===== src/sv/mee_pkg.sv =====
package mee_pkg;

  localparam int FRAC_BITS_DEF = 24;
  localparam int DATA_W        = 32;
  localparam int CNT_W         = 11;
  localparam int ESC_W         = 31;
  localparam int CFG_IDX_W     = 1;

  localparam logic [CNT_W-1:0] LIMIT_MAX  = 11'd1024;
  localparam logic [CNT_W-1:0] ITER_RESET = 11'd256;
  localparam logic [ESC_W-1:0] ESC_RESET  = 31'd1677721600;

  localparam logic [CFG_IDX_W-1:0] CFG_ITER_LIMIT = 1'b0;
  localparam logic [CFG_IDX_W-1:0] CFG_ESC_LIMIT  = 1'b1;

  typedef enum logic [2:0] {
    ST_IDLE,
    ST_MUL_XX,
    ST_MUL_YY,
    ST_MUL_XY,
    ST_CHECK
  } state_e;

endpackage


===== src/sv/mandelbrot_escape_time_core.sv =====
// Each check steps MUL_XX, MUL_YY, MUL_XY, CHECK; one shared 32x32 multiplier used thrice.
// A point that stops with count N makes N+1 magnitude checks, or N when N is the limit.
// The result strobe appears in the cycle after the last check; a zero limit gives it in the
// cycle after the start, and the next start is taken in the cycle of the strobe.
// One point at a time: a start is taken only while idle, and the receiver cannot stall.
// Reset: asynchronous, active low; restores iteration_limit 256 and escape_limit 100.0.
module mandelbrot_escape_time_core #(
  parameter int FRAC_BITS = mee_pkg::FRAC_BITS_DEF
) (
  input  logic                               clk_i,
  input  logic                               rst_ni,
  input  logic                               start,
  output logic                               busy,
  input  logic signed [mee_pkg::DATA_W-1:0]  point_re_i,
  input  logic signed [mee_pkg::DATA_W-1:0]  point_im_i,
  input  logic                               cfg_we_i,
  input  logic [mee_pkg::CFG_IDX_W-1:0]      cfg_idx_i,
  input  logic [mee_pkg::ESC_W-1:0]          cfg_wdata_i,
  output logic                               result_valid_o,
  output logic [mee_pkg::CNT_W-1:0]          iteration_count_o
);

  localparam int DW = mee_pkg::DATA_W;
  localparam int PW = 2 * DW;
  localparam int SW = PW - FRAC_BITS;
  localparam int UW = SW + 2;

  mee_pkg::state_e state_q, state_d;

  logic [mee_pkg::CNT_W-1:0] iter_limit_q;
  logic [mee_pkg::ESC_W-1:0] esc_limit_q;
  logic [mee_pkg::CNT_W-1:0] lim_eff;
  logic [mee_pkg::CNT_W-1:0] cnt_q;
  logic [mee_pkg::CNT_W-1:0] cnt_inc;
  logic [mee_pkg::CNT_W-1:0] result_q;
  logic                      valid_q;

  logic signed [DW-1:0] x_q, y_q, re_q, im_q;
  logic signed [DW-1:0] mul_a, mul_b;
  logic signed [PW-1:0] prod_d, prod_q;
  logic signed [SW-1:0] prod_sh;
  logic signed [SW-1:0] x2_q, y2_q;
  logic signed [SW:0]   mag;
  logic signed [SW:0]   esc_ext;
  logic signed [UW-1:0] nx_full, ny_full;
  logic signed [DW-1:0] nx_sat, ny_sat;

  logic accept;
  logic escape;
  logic last_iter;

  assign accept    = start && (state_q == mee_pkg::ST_IDLE);
  assign lim_eff   = (iter_limit_q > mee_pkg::LIMIT_MAX) ? mee_pkg::LIMIT_MAX : iter_limit_q;
  assign cnt_inc   = cnt_q + 1'b1;

  assign prod_d  = mul_a * mul_b;
  assign prod_sh = $signed(prod_q[PW-1:FRAC_BITS]);

  assign mag     = {x2_q[SW-1], x2_q} + {y2_q[SW-1], y2_q};
  assign esc_ext = $signed({{(SW + 1 - mee_pkg::ESC_W){1'b0}}, esc_limit_q});
  assign escape  = mag > esc_ext;
  assign last_iter = (cnt_inc == lim_eff);

  assign nx_full = {{2{x2_q[SW-1]}}, x2_q} - {{2{y2_q[SW-1]}}, y2_q}
                 + {{(UW-DW){re_q[DW-1]}}, re_q};
  assign ny_full = {prod_sh[SW-1], prod_sh, 1'b0} + {{(UW-DW){im_q[DW-1]}}, im_q};

  always_comb begin
    if ((&nx_full[UW-1:DW-1]) || !(|nx_full[UW-1:DW-1])) begin
      nx_sat = nx_full[DW-1:0];
    end else begin
      nx_sat = nx_full[UW-1] ? {1'b1, {(DW-1){1'b0}}} : {1'b0, {(DW-1){1'b1}}};
    end
    if ((&ny_full[UW-1:DW-1]) || !(|ny_full[UW-1:DW-1])) begin
      ny_sat = ny_full[DW-1:0];
    end else begin
      ny_sat = ny_full[UW-1] ? {1'b1, {(DW-1){1'b0}}} : {1'b0, {(DW-1){1'b1}}};
    end
  end

  always_comb begin
    state_d = state_q;
    case (state_q)
      mee_pkg::ST_IDLE: begin
        if (start && (lim_eff != '0)) begin
          state_d = mee_pkg::ST_MUL_XX;
        end
      end
      mee_pkg::ST_MUL_XX: state_d = mee_pkg::ST_MUL_YY;
      mee_pkg::ST_MUL_YY: state_d = mee_pkg::ST_MUL_XY;
      mee_pkg::ST_MUL_XY: state_d = mee_pkg::ST_CHECK;
      mee_pkg::ST_CHECK: begin
        if (escape || last_iter) begin
          state_d = mee_pkg::ST_IDLE;
        end else begin
          state_d = mee_pkg::ST_MUL_XX;
        end
      end
      default: state_d = mee_pkg::ST_IDLE;
    endcase
  end

  always_comb begin
    busy  = 1'b1;
    mul_a = x_q;
    mul_b = x_q;
    case (state_q)
      mee_pkg::ST_IDLE:   busy = 1'b0;
      mee_pkg::ST_MUL_XX: begin
        mul_a = x_q;
        mul_b = x_q;
      end
      mee_pkg::ST_MUL_YY: begin
        mul_a = y_q;
        mul_b = y_q;
      end
      mee_pkg::ST_MUL_XY: begin
        mul_a = x_q;
        mul_b = y_q;
      end
      mee_pkg::ST_CHECK:  busy = 1'b1;
      default:            busy = 1'b1;
    endcase
  end

  always_ff @(posedge clk_i or negedge rst_ni) begin
    if (!rst_ni) begin
      state_q      <= mee_pkg::ST_IDLE;
      valid_q      <= 1'b0;
      iter_limit_q <= mee_pkg::ITER_RESET;
      esc_limit_q  <= mee_pkg::ESC_RESET;
    end else begin
      state_q <= state_d;
      valid_q <= (accept && (lim_eff == '0))
              || ((state_q == mee_pkg::ST_CHECK) && (escape || last_iter));
      if (cfg_we_i) begin
        case (cfg_idx_i)
          mee_pkg::CFG_ITER_LIMIT: iter_limit_q <= cfg_wdata_i[mee_pkg::CNT_W-1:0];
          mee_pkg::CFG_ESC_LIMIT:  esc_limit_q  <= cfg_wdata_i;
          default: ;
        endcase
      end
    end
  end

  always_ff @(posedge clk_i) begin
    prod_q <= prod_d;
    if (accept) begin
      x_q    <= point_re_i;
      y_q    <= point_im_i;
      re_q   <= point_re_i;
      im_q   <= point_im_i;
      cnt_q  <= '0;
      if (lim_eff == '0) begin
        result_q <= '0;
      end
    end
    case (state_q)
      mee_pkg::ST_MUL_YY: x2_q <= prod_sh;
      mee_pkg::ST_MUL_XY: y2_q <= prod_sh;
      mee_pkg::ST_CHECK: begin
        if (escape) begin
          result_q <= cnt_q;
        end else begin
          cnt_q <= cnt_inc;
          x_q   <= nx_sat;
          y_q   <= ny_sat;
          if (last_iter) begin
            result_q <= cnt_inc;
          end
        end
      end
      default: ;
    endcase
  end

  assign result_valid_o    = valid_q;
  assign iteration_count_o = result_q;

endmodule


===== config.mk =====
export PLATFORM = sky130hd
export DESIGN_NAME = mandelbrot_escape_time_core
export DESIGN_NICKNAME = d
export VERILOG_FILES = /design/src/sv/mee_pkg.sv /design/src/sv/mandelbrot_escape_time_core.sv
export SDC_FILE = /design/constraint.sdc
export NUM_CORES = 2
export LEC_CHECK = 0
export CORE_MARGIN = 2
export CORE_UTILIZATION = 61
export DETAILED_ROUTE_END_ITERATION = 8
export DONT_BUFFER_PORTS = 1
export GPL_TIMING_DRIVEN = 1
export PLACE_DENSITY = 0.78
export SLEW_MARGIN = 20
export SYNTH_ARGS = -nofsm -noshare
export SYNTH_HDL_FRONTEND = slang
export SYNTH_SLANG_ARGS = --single-unit

===== constraint.sdc =====
create_clock -name clk_i -period 10.5 [get_ports clk_i]
set_clock_uncertainty 0.15 [all_clocks]
set_input_delay 1.05 -clock clk_i [delete_from_list [all_inputs] [get_ports clk_i]]
set_output_delay 1.05 -clock clk_i [all_outputs]
set_load 0.02 [all_outputs]

==> qor.yml <==
outcome:
  outcome: "complete, no violations"
critical_path:
  worst_path_most_repeated_cell: "sky130_fd_sc_hd__fa_1"
  worst_reg2reg_startpoint: "state_q[2]"
  cp_slowest_cell: "sky130_fd_sc_hd__mux2i_2"
  cp.required_ns: 10.79
  setup.worst_path.end_class: "flop"
  cp.arrival_ns: 10.47
  reg2reg_to: "prod_q[62]"
  reg2reg_setup_slack_ns: 0.31
  path_max_fanout: 14
  worst_setup_path_start_kind: "flop"
  slowest_cell_delay_on_critical_path_ns: 0.88
  kind_of_critical_path: "reg2reg"
  worst_r2r_path_depth: 28
global_routing:
  maximum_number_of_pins_on_one_net_before_global_route_repair: 68
  gr-total-overflow: 0
  grt_use_total: 0.378
  antenna_found_initial: 3
  grt_first_pass_wirelength_mm: 266
  first_global_vias: 45500
synthesis:
  yosys_most_used_dff: "sky130_fd_sc_hd__edfxtp_1"
  yosys.cell_types.count: 90
  synth.area.top_cells: "sky130_fd_sc_hd__fa_1 40%, sky130_fd_sc_hd__inv_1 8.1%, sky130_fd_sc_hd__edfxtp_1 7.8%"
  synth-edff-count: 144
  area_leader_netlist: "sky130_fd_sc_hd__fa_1"
  syn_avg_cell_area_um2: 9.34
  synth_nets: 7502
  synth.yosys.warnings: 0
  synthCells: 5945
  yosys.cell_count.top_type: "sky130_fd_sc_hd__inv_1"
  asyncSetResetFlopFracSynth: 0.146
  mappedNetlistArea_um2: 55500
  synth_largest_type_area_fraction: 0.405
  postSynthRegisterBits: 316
  synth_sequential_area_ratio: 0.144
  synth_common_cells: "1197 x sky130_fd_sc_hd__inv_1, 1123 x sky130_fd_sc_hd__fa_1, 682 x sky130_fd_sc_hd__nand2_1"
drt:
  route.final.wire_length_mm: 172
  wl_per_cell_um: 24.3
  route.antenna.remaining_nets: 0
  routed_via_density: 6.15
  dr.pass1.iters: 9
  vias: 43500
  remaining_drcs: 0
  detail_route.iter0.violations: 4501
die:
  dieArea_um2: 93400
  num_io_pins: 113
  fp-row-count: 110
  initial_utilization: 0.616
  die_h_um: 306
  die_w_um: 306
  coreArea_um2: 90100
timing:
  hold_violations: 0
  final-setup-viol-count: 0
  rsz0062_at_grt: "false"
  clock.fmax_ghz: 0.0981
  period_needed_ns: 10.19
  period_utilization: 0.970
  timing.final.max_slew_violations: 0
  worst_slew_pin_slew_ns: 1.14
  timing.slew.headroom: 0.243
  tns_ns: 0
flow_run:
  max_cap_violations: 0
clocking:
  clock_pin_slew_of_the_registers_on_the_worst_case_setup_and_hold_paths_ns: 0.07
  htreeDepth: 2
  root_cell_of_the_clock_tree: "sky130_fd_sc_hd__clkbuf_16"
  cts_repair_resize_count: 0
  ctsHoldBuffers: 0
  cts.sink_count: 316
  worstSkewPairLatency_ns: 0.55
  post-cts-setup-buffer-count: 0
  cts_tree: "built"
  cts-root-to-sink-buffers: 3
  cts-buffers-inserted: 34
finish:
  share_of_cells_above_drive_strength_1: 0.0574
  final.fill_count: 7227
  area_growth_syn_to_layout_pct: 4.95
  nNetsFinal: 7425
hold_path:
  hp-class: "in2async"
place:
  finalWeightedCongestion: 1.02
  io_buffer_count: 0
  dp.final_hpwl_mm: 137
[registers in the layout (all words and copies together) (netlist names), 11 cells and up]
name / count
cnt_q: 11
y2_q: 40
x_q: 32
iter_limit_q: 11
esc_limit_q: 31
iteration_count_o: 11
prod_q: 40
im_q: 32
y_q: 32
x2_q: 40
re_q: 32
[cells by family after synthesis]
| family | count (synthesis) | synth area share |
|---|---|---|
| AOI/OAI and AO/OA | 722 | 0.0882 |
| xor gates and xnor gates | 157 | 0.0248 |
| adders and majority gates | 1457 | 0.480 |
| buffers and inverters | 1435 | 0.0981 |
| DFF | 316 | 0.144 |
| muxes | 209 | 0.0400 |
| and+or+nand+nor | 1649 | 0.125 |
[worst max-delay path, delay by kind of cell (launching register included)]
kind                       cells  cell delay (ns)
AOI/OAI and AO/OA              5             2.08
xor gates and xnor gates       1             0.12
adders and majority gates      9             4.33
buffers and inverters          6             0.87
DFF                            1             0.49
muxes                          1             0.88
and+or+nand+nor                6             1.16
[layout make-up]
type | instances | area, um^2 | area share
flip-flops and latches | 316 | 8000 | 0.137
clock inverters | 17 | 168 | 0.00288
repair buffers | 123 | 965 | 0.0166
multi-input cells | 4194 | 42200 | 0.724
diodes | 4 | 10.0 | 0.000172
clock buffers | 44 | 960 | 0.0165
inverters | 1199 | 4510 | 0.0773
well taps | 1176 | 1470 | 0.0253
[worst max path at each step]
stage	slack, ns	startpoint	endpoint	cells past startpoint
detailed placement	0.58	state_q[2]	prod_q[62]	28
floorplan	0.05	state_q[0]	prod_q[63]	27
finish	0.31	state_q[2]	prod_q[62]	28
global placement	0.76	state_q[2]	prod_q[54]	29
global route	0.05	state_q[2]	prod_q[59]	28
CTS	0.55	state_q[2]	prod_q[62]	28
[cell usage in the layout, fill, tap and decap left out, types with 52 or more instances in the layout]
cell / instances
sky130_fd_sc_hd__edfxtp_1: 144
sky130_fd_sc_hd__o21ai_0: 137
sky130_fd_sc_hd__mux2_2: 104
sky130_fd_sc_hd__dfxtp_1: 126
sky130_fd_sc_hd__a21oi_1: 169
sky130_fd_sc_hd__xnor2_1: 105
sky130_fd_sc_hd__xor2_1: 52
sky130_fd_sc_hd__mux2i_1: 88
sky130_fd_sc_hd__buf_4: 119
sky130_fd_sc_hd__nor3_1: 64
sky130_fd_sc_hd__nand2_1: 681
sky130_fd_sc_hd__nor2_1: 667
sky130_fd_sc_hd__inv_1: 1197
sky130_fd_sc_hd__ha_1: 334
sky130_fd_sc_hd__a21o_1: 85
sky130_fd_sc_hd__fa_1: 1123
[stage by stage]
step | setup slack, ns | instance area (um^2) | util | instances | hold WS (ns)
2_1_floorplan | 0.0515 | 55500 | - | 5945 | 0.280
3_3_place_gp | 0.759 | 57100 | 0.634 | 7007 | 0.322
3_5_place_dp | 0.584 | 57100 | 0.634 | 7007 | 0.342
4_1_cts | 0.553 | 58200 | 0.646 | 7068 | 0.0351
5_1_grt | 0.0513 | 58300 | 0.646 | 7071 | 0.0438
6_report | 0.311 | 58300 | 0.646 | 7073 | 0.0537
[layer usage]
layer  up-vias  track usage  part of all wire
li1      18500            -                 -
met1     21800        0.488              0.36
met2      2661        0.591              0.45
met3       580        0.111              0.13
met4         2        0.170             0.057
met5         -            0          0.000087
Power is not shown: default switching activity piles up to over one toggle a cycle in this logic, so the estimate is an artifact.
